[src/hw/rtl/hdlcms_pkg.sv]
`timescale 1ns / 1ps

package hdlcms_pkg;

  // frame delimiter byte
  localparam logic [7:0] FLAG_BYTE = 8'h7E;

  // saturation limits of the tick counters
  localparam logic [11:0] IDLE_MAX = 12'hFFF;
  localparam logic [7:0]  POLL_MAX = 8'hFF;

  // highest sequence number in the command loop
  localparam logic [3:0] SEQ_CMD_MAX = 4'd7;

  // configuration register indexes
  localparam logic [1:0] CFG_POLL_PERIOD   = 2'd0;
  localparam logic [1:0] CFG_TIMEOUT_TICKS = 2'd1;
  localparam logic [1:0] CFG_PARAM_COUNT   = 2'd2;

  // reset values of the configuration registers
  localparam logic [7:0]  POLL_PERIOD_RST   = 8'd200;
  localparam logic [11:0] TIMEOUT_TICKS_RST = 12'd2000;
  localparam logic [4:0]  PARAM_COUNT_RST   = 5'd13;

  // frame action requested from the packer / unpacker
  typedef enum logic [3:0] {
    ACT_NONE      = 4'd0,
    ACT_SET_ADDR  = 4'd1,
    ACT_SEND_CFG  = 4'd2,
    ACT_CHECK_CFG = 4'd3,
    ACT_SEND_AUTH = 4'd4,
    ACT_CHK_AUTH  = 4'd5,
    ACT_SEND_CMD  = 4'd6,
    ACT_STORE_ANS = 4'd7,
    ACT_SEND_DISC = 4'd8,
    ACT_TAKE_DISC = 4'd9
  } action_e;

  // result of one tick step
  typedef struct packed {
    action_e    action;
    logic [3:0] seq_number;
    logic [3:0] param_index;
    logic       timed_out;
    logic       release_frame;
  } sess_res_t;

  // result of one byte step
  typedef struct packed {
    logic       byte_store;
    logic [6:0] store_position;
    logic       frame_complete;
    logic       overflow;
  } cap_res_t;

endpackage

[src/hw/rtl/hdlcms_session.sv]
`timescale 1ns / 1ps

module hdlcms_session import hdlcms_pkg::*; (
  input  logic        clk_i,
  input  logic        rst_ni,
  input  logic        step_i,
  input  logic        answer_ok_i,
  input  logic        frame_held_i,
  input  logic [7:0]  poll_period_i,
  input  logic [11:0] timeout_ticks_i,
  input  logic [4:0]  param_count_i,
  output sess_res_t   res_o
);

  typedef enum logic [3:0] {
    ST_IDLE      = 4'd0,
    ST_SEND_CFG  = 4'd2,
    ST_WAIT_CFG  = 4'd3,
    ST_SEND_AUTH = 4'd4,
    ST_WAIT_AUTH = 4'd5,
    ST_SEND_CMD  = 4'd6,
    ST_WAIT_CMD  = 4'd7,
    ST_SEND_DISC = 4'd8,
    ST_WAIT_DISC = 4'd9
  } state_e;

  state_e      state_q, state_d;
  logic        await_q, await_d;
  logic [7:0]  poll_q, poll_d;
  logic [11:0] idle_q, idle_d;
  logic [3:0]  seq_q, seq_d;
  logic [3:0]  slot_q, slot_d;

  logic [7:0]  poll_inc;
  logic [11:0] idle_inc;
  logic [3:0]  seq_inc;
  logic [4:0]  slot_inc;

  // one tick: counters, then a poll when the divider expires
  always_comb begin
    poll_inc = (poll_q < POLL_MAX) ? poll_q + 8'd1 : poll_q;
    idle_inc = (idle_q < IDLE_MAX) ? idle_q + 12'd1 : idle_q;
    seq_inc  = seq_q + 4'd1;
    slot_inc = {1'b0, slot_q} + 5'd1;

    state_d = state_q;
    await_d = await_q;
    poll_d  = poll_inc;
    idle_d  = idle_inc;
    seq_d   = seq_q;
    slot_d  = slot_q;
    res_o   = '0;

    if (poll_inc >= poll_period_i) begin
      poll_d = '0;
      // idle timeout forces a disconnect
      if (idle_inc >= timeout_ticks_i) begin
        idle_d          = '0;
        state_d         = ST_SEND_DISC;
        await_d         = 1'b0;
        seq_d           = '0;
        slot_d          = '0;
        seq_inc         = 4'd1;
        slot_inc        = 5'd1;
        res_o.timed_out = 1'b1;
      end
      if (!(await_d && !frame_held_i)) begin
        case (state_d)
          ST_IDLE: begin
            res_o.action = ACT_SET_ADDR;
            state_d      = ST_SEND_CFG;
            idle_d       = '0;
          end
          ST_SEND_CFG: begin
            res_o.action = ACT_SEND_CFG;
            state_d      = ST_WAIT_CFG;
            idle_d       = '0;
            await_d      = 1'b1;
          end
          ST_WAIT_CFG: begin
            res_o.action = ACT_CHECK_CFG;
            if (answer_ok_i) begin
              state_d             = ST_SEND_AUTH;
              res_o.release_frame = 1'b1;
              await_d             = 1'b0;
            end else begin
              state_d = ST_IDLE;
            end
          end
          ST_SEND_AUTH: begin
            res_o.action     = ACT_SEND_AUTH;
            res_o.seq_number = seq_d;
            seq_d            = seq_inc;
            state_d          = ST_WAIT_AUTH;
            await_d          = 1'b1;
            idle_d           = '0;
          end
          ST_WAIT_AUTH: begin
            res_o.action = ACT_CHK_AUTH;
            if (answer_ok_i) begin
              state_d             = ST_SEND_CMD;
              res_o.release_frame = 1'b1;
              await_d             = 1'b0;
            end
          end
          ST_SEND_CMD: begin
            res_o.action      = ACT_SEND_CMD;
            res_o.seq_number  = seq_d;
            res_o.param_index = slot_d;
            seq_d             = (seq_inc > SEQ_CMD_MAX) ? 4'd0 : seq_inc;
            state_d           = ST_WAIT_CMD;
            idle_d            = '0;
            await_d           = 1'b1;
          end
          ST_WAIT_CMD: begin
            res_o.action        = ACT_STORE_ANS;
            res_o.param_index   = slot_d;
            slot_d              = (slot_inc >= param_count_i || slot_inc[4]) ?
                                  4'd0 : slot_inc[3:0];
            state_d             = ST_SEND_CMD;
            await_d             = 1'b0;
            res_o.release_frame = 1'b1;
          end
          ST_SEND_DISC: begin
            res_o.action = ACT_SEND_DISC;
            state_d      = ST_WAIT_DISC;
            idle_d       = '0;
            await_d      = 1'b1;
          end
          ST_WAIT_DISC: begin
            res_o.action        = ACT_TAKE_DISC;
            state_d             = ST_IDLE;
            await_d             = 1'b0;
            res_o.release_frame = 1'b1;
          end
          default: begin
            res_o.action = ACT_NONE;
          end
        endcase
      end
    end
  end

  // session state registers
  always_ff @(posedge clk_i or negedge rst_ni) begin
    if (!rst_ni) begin
      state_q <= ST_IDLE;
      await_q <= 1'b0;
      poll_q  <= '0;
      idle_q  <= '0;
      seq_q   <= '0;
      slot_q  <= '0;
    end else if (step_i) begin
      state_q <= state_d;
      await_q <= await_d;
      poll_q  <= poll_d;
      idle_q  <= idle_d;
      seq_q   <= seq_d;
      slot_q  <= slot_d;
    end
  end

endmodule

[src/hw/rtl/hdlcms_capture.sv]
`timescale 1ns / 1ps

module hdlcms_capture import hdlcms_pkg::*; #(
  parameter int BUF_DEPTH = 128
) (
  input  logic       clk_i,
  input  logic       rst_ni,
  input  logic       step_i,
  input  logic [7:0] rx_byte_i,
  input  logic       release_i,
  output logic       frame_held_o,
  output cap_res_t   res_o
);

  logic       capturing_q, capturing_d;
  logic       held_q, held_d;
  logic [7:0] head_q, head_d;
  logic       do_store;
  logic       is_flag;

  // flag-delimited capture of one byte
  always_comb begin
    is_flag     = (rx_byte_i == FLAG_BYTE);
    capturing_d = capturing_q;
    held_d      = held_q;
    head_d      = head_q;
    do_store    = 1'b0;
    res_o       = '0;

    if (!held_q) begin
      if (is_flag && !capturing_q) begin
        capturing_d = 1'b1;
        do_store    = 1'b1;
      end else if (is_flag) begin
        do_store             = 1'b1;
        held_d               = 1'b1;
        capturing_d          = 1'b0;
        res_o.frame_complete = 1'b1;
      end else if (capturing_q) begin
        do_store = 1'b1;
      end
    end

    // buffer write or overflow drop
    if (do_store) begin
      if (head_q >= 8'(BUF_DEPTH)) begin
        res_o.overflow = 1'b1;
      end else begin
        res_o.byte_store     = 1'b1;
        res_o.store_position = head_q[6:0];
        head_d               = head_q + 8'd1;
      end
    end
  end

  // capture state registers
  always_ff @(posedge clk_i or negedge rst_ni) begin
    if (!rst_ni) begin
      capturing_q <= 1'b0;
      held_q      <= 1'b0;
      head_q      <= '0;
    end else if (release_i) begin
      held_q <= 1'b0;
      head_q <= '0;
    end else if (step_i) begin
      capturing_q <= capturing_d;
      held_q      <= held_d;
      head_q      <= head_d;
    end
  end

  assign frame_held_o = held_q;

endmodule

[src/hw/rtl/hdlc_master_session_sequencer.sv]
`timescale 1ns / 1ps

// channel   | dir | handshake                | payload
// s_axis    | in  | tvalid / tready          | tuser: command; tdata: rx_byte, answer_ok
// m_axis    | out | tvalid / tready          | tdata: action .. overflow (24 bits)
// cfg       | in  | cfg_we_i, no wait        | cfg_index_i, cfg_wdata_i
//
// One item per clock while the output is not stalled: a transfer is processed in the
// cycle it is accepted and its result sits in the output register on the next cycle.
// Input is taken whenever the output register is empty or being drained, so a
// held result stalls the input only while m_axis_tready_i is low.
// Reset clears the session, counters, capture state and output valid; the
// configuration registers return to 200, 2000 and 13.

module hdlc_master_session_sequencer import hdlcms_pkg::*; #(
  parameter int BUF_DEPTH = 128
) (
  input  logic        clk_i,
  input  logic        rst_ni,
  input  logic        s_axis_tvalid_i,
  output logic        s_axis_tready_o,
  input  logic [15:0] s_axis_tdata_i,   // [7:0] rx_byte, [8] answer_ok
  input  logic [0:0]  s_axis_tuser_i,   // [0] command
  output logic        m_axis_tvalid_o,
  input  logic        m_axis_tready_i,
  // [3:0] action, [7:4] seq_number, [11:8] param_index, [12] timed_out,
  // [13] release_frame, [14] byte_store, [21:15] store_position,
  // [22] frame_complete, [23] overflow
  output logic [23:0] m_axis_tdata_o,
  input  logic        cfg_we_i,
  input  logic [1:0]  cfg_index_i,
  input  logic [11:0] cfg_wdata_i
);

  logic [7:0]  poll_period_q;
  logic [11:0] timeout_ticks_q;
  logic [4:0]  param_count_q;
  logic        out_valid_q;
  logic [23:0] out_data_q;
  logic        accept;
  logic        tick_step;
  logic        byte_step;
  logic        frame_held;
  sess_res_t   sess_res;
  cap_res_t    cap_res;
  logic [23:0] out_data_d;

  assign s_axis_tready_o = !out_valid_q || m_axis_tready_i;
  assign accept          = s_axis_tvalid_i && s_axis_tready_o;
  assign tick_step       = accept && !s_axis_tuser_i[0];
  assign byte_step       = accept && s_axis_tuser_i[0];

  // configuration registers
  always_ff @(posedge clk_i or negedge rst_ni) begin
    if (!rst_ni) begin
      poll_period_q   <= POLL_PERIOD_RST;
      timeout_ticks_q <= TIMEOUT_TICKS_RST;
      param_count_q   <= PARAM_COUNT_RST;
    end else if (cfg_we_i) begin
      case (cfg_index_i)
        CFG_POLL_PERIOD:   poll_period_q   <= cfg_wdata_i[7:0];
        CFG_TIMEOUT_TICKS: timeout_ticks_q <= cfg_wdata_i;
        CFG_PARAM_COUNT:   param_count_q   <= cfg_wdata_i[4:0];
        default: ;
      endcase
    end
  end

  hdlcms_session u_session (
    .clk_i           (clk_i),
    .rst_ni          (rst_ni),
    .step_i          (tick_step),
    .answer_ok_i     (s_axis_tdata_i[8]),
    .frame_held_i    (frame_held),
    .poll_period_i   (poll_period_q),
    .timeout_ticks_i (timeout_ticks_q),
    .param_count_i   (param_count_q),
    .res_o           (sess_res)
  );

  hdlcms_capture #(
    .BUF_DEPTH (BUF_DEPTH)
  ) u_capture (
    .clk_i        (clk_i),
    .rst_ni       (rst_ni),
    .step_i       (byte_step),
    .rx_byte_i    (s_axis_tdata_i[7:0]),
    .release_i    (tick_step && sess_res.release_frame),
    .frame_held_o (frame_held),
    .res_o        (cap_res)
  );

  // pack the result of the accepted item
  always_comb begin
    out_data_d = '0;
    if (s_axis_tuser_i[0]) begin
      out_data_d[14]    = cap_res.byte_store;
      out_data_d[21:15] = cap_res.store_position;
      out_data_d[22]    = cap_res.frame_complete;
      out_data_d[23]    = cap_res.overflow;
    end else begin
      out_data_d[3:0]  = sess_res.action;
      out_data_d[7:4]  = sess_res.seq_number;
      out_data_d[11:8] = sess_res.param_index;
      out_data_d[12]   = sess_res.timed_out;
      out_data_d[13]   = sess_res.release_frame;
    end
  end

  // output register
  always_ff @(posedge clk_i or negedge rst_ni) begin
    if (!rst_ni) begin
      out_valid_q <= 1'b0;
    end else if (accept) begin
      out_valid_q <= 1'b1;
    end else if (m_axis_tready_i) begin
      out_valid_q <= 1'b0;
    end
  end

  always_ff @(posedge clk_i) begin
    if (accept) begin
      out_data_q <= out_data_d;
    end
  end

  assign m_axis_tvalid_o = out_valid_q;
  assign m_axis_tdata_o  = out_data_q;

endmodule
[config.mk]
export PLATFORM = sky130hd
export DESIGN_NAME = hdlc_master_session_sequencer
export DESIGN_NICKNAME = d
export VERILOG_FILES = /design/src/hw/rtl/hdlcms_pkg.sv /design/src/hw/rtl/hdlcms_session.sv /design/src/hw/rtl/hdlcms_capture.sv /design/src/hw/rtl/hdlc_master_session_sequencer.sv
export SDC_FILE = /design/constraint.sdc
export NUM_CORES = 1
export LEC_CHECK = 0
export BUFFER_PORTS_ARGS = -buffer_cell sky130_fd_sc_hd__buf_2
export CELL_PAD_IN_SITES_DETAIL_PLACEMENT = 0
export CELL_PAD_IN_SITES_GLOBAL_PLACEMENT = 1
export CORE_UTILIZATION = 43
export CTS_BUF_LIST = sky130_fd_sc_hd__clkbuf_8
export CTS_CLUSTER_SIZE = 25
export DETAILED_ROUTE_END_ITERATION = 8
export MAX_ROUTING_LAYER = met4
export PLACE_DENSITY = 0.8
export SLEW_MARGIN = 25
export SYNTH_ARGS = -nofsm -noshare
export SYNTH_HDL_FRONTEND = slang
export SYNTH_SLANG_ARGS = --single-unit
export TNS_END_PERCENT = 1
[constraint.sdc]
create_clock -name clk_i -period 3.7 [get_ports clk_i]
set_input_delay 0.74 -clock clk_i [delete_from_list [all_inputs] [get_ports clk_i]]
set_output_delay 0.74 -clock clk_i [all_outputs]
set_load 0.02 [all_outputs]
# After elaboration in Yosys (flattened, before gate mapping)
# Cells that the tools add are included.
# totals
ram_bits	0
latch_bits	0
mem_count	0
mem_bits_ro	0
wordCells	144
reg_bits	93
input_bits	36
# classes
n_shift	0
mul	0
mux	55
magnitude_cmp	7
eq_ne	12
n_div	0
n_reduce_logical	37
addsub	5
bitwise	7
# ops
cell	count
$pmux 4 s9	2
$mux 12	5
$mux 8	7
$mux 4	13
$mux 1	22
$add 8x1->8 const B	2
$eq 4x3->1 const B	4
$add 12x1->12 const B	1
$ge 12x12->1	1
$lt 12x12->1 const B	1
$reduce_or 2->1	6
$reduce_or 4->1	3
$mux 5	2
$reduce_and 2->1	5
$eq 4x2->1 const B	2
$eq 4x4->1 const B	2
$eq 8x7->1 const B	1
$ge 8x8->1	1
$ge 8x8->1 const B	1
$lt 8x8->1 const B	1
$pmux 4 s2	1
$reduce_bool 2->1	4
$not 1->1	7
$logic_and 1x1->1	6
18 further kinds	23

# Depth between registers and ports, before layout
# depth
depth_word	13
depth_mapped	20
ltp_nobuf	19

# Modules after synthesis
# From an unflattened synthesis, not the netlist that was laid out.
# unflattened
cells_unflattened	545
hier_area_um2	5507.8
# by_module_without_submodules
mod	cells_each	area_per_inst_um2	n_inst
hdlcms_session	362	2957.8	1
hdlc_master_session_sequencer	112	1906.8	1
hdlcms_capture	71	643.1	1

# Worst setup path before layout
# Ideal clock, no wire load.
# synth_timing
path_type	flip-flop to flip-flop
from	register u_session.idle_q[3]
to	register u_session.slot_q[2]
t_arrival_ps	3837
synth_period_minus_slack_ps	3963
setup_time_ps	126
t_required_ps	3574
slack_ps	-263
stages_incl_launch_ff	20
path_cell_list	dfrtp_1 -> and4_1 -> nand2_1 -> nor2_1 -> nand3_1 -> mux2_2 -> ha_1 -> and4_4 -> a21oi_2 -> a221o_1 -> nand2_1 -> buf_2 -> nor2_1 -> ha_1 -> a21o_1 -> a31oi_1 -> o211ai_1 -> o21ai_0 -> and3_1 -> a221o_1
# synth_between
elab_chain_cells	10
word_cells_on_any_way	18
# synth_lines
element	line	text
start: declaration	hdlcms_session.sv:30	logic [11:0] idle_q, idle_d;
start signal: assignment	hdlcms_session.sv:157	idle_q <= idle_d;
$add 12x1->12 / $lt 12x12->1 (equally long branches)	hdlcms_session.sv:42	idle_inc = (idle_q < IDLE_MAX) ? idle_q + 12'd1 : idle_q;
$mux 12 *	hdlcms_session.sv:42	
$ge 12x12->1 *	hdlcms_session.sv:57	if (idle_inc >= timeout_ticks_i) begin
$mux 5	hdlcms_session.sv:57	
$mux 5	hdlcms_session.sv:54	if (poll_inc >= poll_period_i) begin
$ge 5x5->1	hdlcms_session.sv:118	slot_d = (slot_inc >= param_count_i || slot_inc[4]) ?
$logic_or 1x1->1	hdlcms_session.sv:118	
$mux 4	hdlcms_session.sv:118	
$mux 4	hdlcms_session.sv:68	case (state_d)
$mux 4 *	hdlcms_session.sv:67	if (!(await_d && !frame_held_i)) begin
end signal: assignment	hdlcms_session.sv:159	slot_q <= slot_d;
end: declaration	hdlcms_session.sv:32	logic [3:0] slot_q, slot_d;
# Mark *: on every way between the ends. The rest lies on a longest branch, timed or not. The select of a mux whose other input is x is not followed.
# A chain may end at the register's enable or synchronous reset.

# Final worst setup path
# layout_timing
from	register u_session.idle_q[6]
to	register u_session.slot_q[2]
# Same word-level chain as after synthesis.

==> impl_metrics.yaml <==
status:
  status: "completed"
timing:
  holdWs_ps: 440
  slew_headroom_pct: 45.9
  slew_viol_final: 0
  worstMarginPinSlew_ps: 811
  min_period_over_period_pct: 98.8
  layout_min_cycle_time_ps: 3660
  max_freq_mhz: 274
  rsz0062_at_grt: "yes"
  finClkSkew_ps: 8.13
  finalSetupViolCount: 0
  hold_violations: 0
route:
  drt_iter0_markers: 212
  antenna_left: 0
  via_count: 4231
  routed_wirelength_um: 11600
  drt-vias-per-instance: 5.48
  drc: 0
  dr.pass1.iters: 4
  wl_per_cell_um: 15.1
final_layout:
  nFillCells: 1092
  fin_area_mm2: 0.00633
  syn2layout_area_growth_pct: 19.9
  final_common_cell: "dfrtp_1"
  final_nets: 687
  drive_above_1_share_pct: 29.4
  mostFrequentLayoutCells: "56 x dfrtp_1, 54 x buf_2, 41 x nand2_1, 39 x buf_4, 38 x inv_1"
  antenna-diode-count: 0
placed_design:
  dpl_cell_area_mm2: 0.00604
  numPortBuffers: 54
  dp_hpwl_um: 8500
  place_congestion: 0.848
critical_path:
  arrival_ps: 3930
  crit_type: "flop to flop"
  required_ps: 3970
  crit_fanout: 6
  end_kind: "flop"
  crit_path_start_kind: "flop"
  slowest_stage: "dfrtp_1"
  path_cells: "and4_4 > nand2_4 > nor2_4 > nand3_2 > mux2_4 > ha_4 > and4_4 > a21oi_2 > a221o_1 > nand2_2 > buf_6 > nor2_2 > ha_1 > nand2_1 > o211ai_1 > buf_4 > o21ai_1 > and3_1 > a221o_1"
  max_stage_delay_ps: 370
global_routing:
  grt_pass1_wl_um: 19600
  grt_overflow_total: 0
  grt_max_degree: 39
  grt_pass1_vias: 4138
  grtUsageTotal_pct: 20.1
  antenna_found_initial: 0
clocking:
  cts_buffer_depth: 2
  numClockSinks: 93
  clk_pin_slew_ps: 90
  cts_tree: "built"
  worst_skew_pair.late_latency_ps: 380
  numCtsBuffers: 9
  cts_max_level: 3
  root_buffer: "clkbuf_8"
die:
  die_h_um: 113
  core.rowCount: 40
  die-area_mm2: 0.0127
  initial_core_util_pct: 44.0
  boundaryPins: 62
  core_area_mm2: 0.0120
  fp.dieW_um: 113
synthesis:
  synthCells: 530
  ys_seq_area_share_pct: 46.6
  syn_area_mm2: 0.00528
  yosys_warnings: 0
  synth_edf_count: 24
  synth_nets: 597
  async_flop_share_pct: 74.2
  syn_avg_cell_area_um2: 9.96
  synth_seq_cells: 93
  synth_cell_type_count: 60
  synth_ff_type: "dfrtp_1"
power:
  powerDensity_mw_per_mm2: 488
  ir_drop_uv: 224
  total_leakage_power_nw: 2.94
worst_hold_path:
  hold_path.class: "input pin to async pin"
flow_run:
  drv_cap: 0
[worst max-delay path, delay by kind of cell, from the launching register on]
kind	cells	cell delay, ps
multiplexers	1	330
buffers and inverters	2	280
flip-flops	1	370
adder cells (fa/ha/maj)	2	550
AO/OA/AOI/OAI	5	860
AND/OR/NAND/NOR	9	1170
[where the power goes]
| part | leakage, nW | total [mW] | switching [mW] | internal [mW] |
|---|---|---|---|---|
| logic | 1.77 | 1.15 | 0.650 | 0.495 |
| clock network | 0.0867 | 0.596 | 0.361 | 0.235 |
| registers | 1.09 | 1.35 | 0.133 | 1.21 |
[final timing paths]
kind | slack (ps) | from | to | depth (start not counted)
worst max-delay path | 40 | u_session.idle_q[6] | u_session.slot_q[2] | 19
worst min-delay path | 440 | rst_ni | u_capture.head_q[4] | 1
worst max register to register | 40 | u_session.idle_q[6] | u_session.slot_q[2] | 19
worst min register to register | 500 | u_session.poll_q[6] | u_session.poll_q[6] | 2
max in group asynchronous | 2500 | rst_ni | poll_period_q[7] | 2
min in group clk_i | 500 | u_session.poll_q[6] | u_session.poll_q[6] | 2
[state kept, by name, indices dropped and copies added, names as in the netlist, 4 cells and up]
signal	flops
u_session.slot_q	4
poll_period_q	8
u_capture.head_q	8
param_count_q	5
u_session.seq_q	4
m_axis_tdata_o	24
u_session.idle_q	12
u_session.poll_q	8
u_session.state_q	4
timeout_ticks_q	12
[area by class of cell]
class	count	area (um^2)	area share [%]
clock buffer	9	124	1.96
clock inverter	7	36.3	0.573
inverter	38	143	2.25
multi-input combinational	383	2780	44.0
sequential	93	2460	38.9
tap	147	184	2.91
timing repair buffer	95	594	9.39
[cell usage after synthesis, types with 3 or more instances]
| library cell | instances | area [um^2] |
|---|---|---|
| a21oi_1 | 25 | 125 |
| a22o_1 | 8 | 70.1 |
| a31o_2 | 4 | 35.0 |
| a31oi_1 | 8 | 50.1 |
| a32o_1 | 7 | 70.1 |
| and2_1 | 15 | 93.8 |
| and3_1 | 18 | 113 |
| and4_1 | 3 | 26.3 |
| buf_2 | 4 | 20.0 |
| clkbuf_1 | 10 | 37.5 |
| dfrtp_1 | 57 | 1430 |
| dfstp_2 | 12 | 315 |
| edfxtp_1 | 24 | 721 |
| ha_1 | 31 | 388 |
| inv_1 | 36 | 135 |
| mux2_2 | 22 | 248 |
| nand2_1 | 45 | 169 |
| nand2b_1 | 8 | 50.1 |
| nand3_1 | 22 | 110 |
| nand3b_1 | 3 | 22.5 |
| nand4_1 | 5 | 31.3 |
| nor2_1 | 37 | 139 |
| nor2b_1 | 7 | 43.8 |
| nor3_1 | 5 | 25.0 |
| nor3b_1 | 3 | 22.5 |
| o21ai_0 | 40 | 200 |
| o21ai_1 | 10 | 50.1 |
| o31ai_1 | 5 | 37.5 |
| xnor2_1 | 9 | 78.8 |
| xor2_1 | 7 | 61.3 |
[per-layer routing]
metal,wire (um),global-route usage (%)
met1,5690,26.8
met2,5280,30.4
met3,484,4.34
met4,192,7.11
met5,0,-
[timing repair]
action | in CTS | in global routing
resized for setup | 1 | 20
pin swaps | 5 | 19
endpoints found under the setup margin | 1 | 7
buffers inserted | 3 | 3
hold buffers | 0 | 0
[stage by stage]
stage               std cells  TNS [ps]  setup WS, ps  power (mW)  utilization (%)
detailed placement        750     -28.3         -28.3        2.46             50.3
finish                    772         0          44.8        3.09             52.7
global route              772      -437          -127        3.33             52.7
global placement          750         0          15.9        2.42             50.3
floorplan                 530     -18.3         -18.3        2.09                -
CTS                       769         0         0.965        3.08             51.8
[cell families after synthesis]
logic type / after synthesis / synth area share, %
and+or+nand+nor: 183 / 18.1
AOI/OAI and AO/OA: 129 / 16.2
DFF: 93 / 46.6
buffers and inverters: 54 / 3.96
adders and majority gates: 31 / 7.35
muxes: 24 / 5.07
xor gates and xnor gates: 16 / 2.65
(Power assumes the default switching activity.)
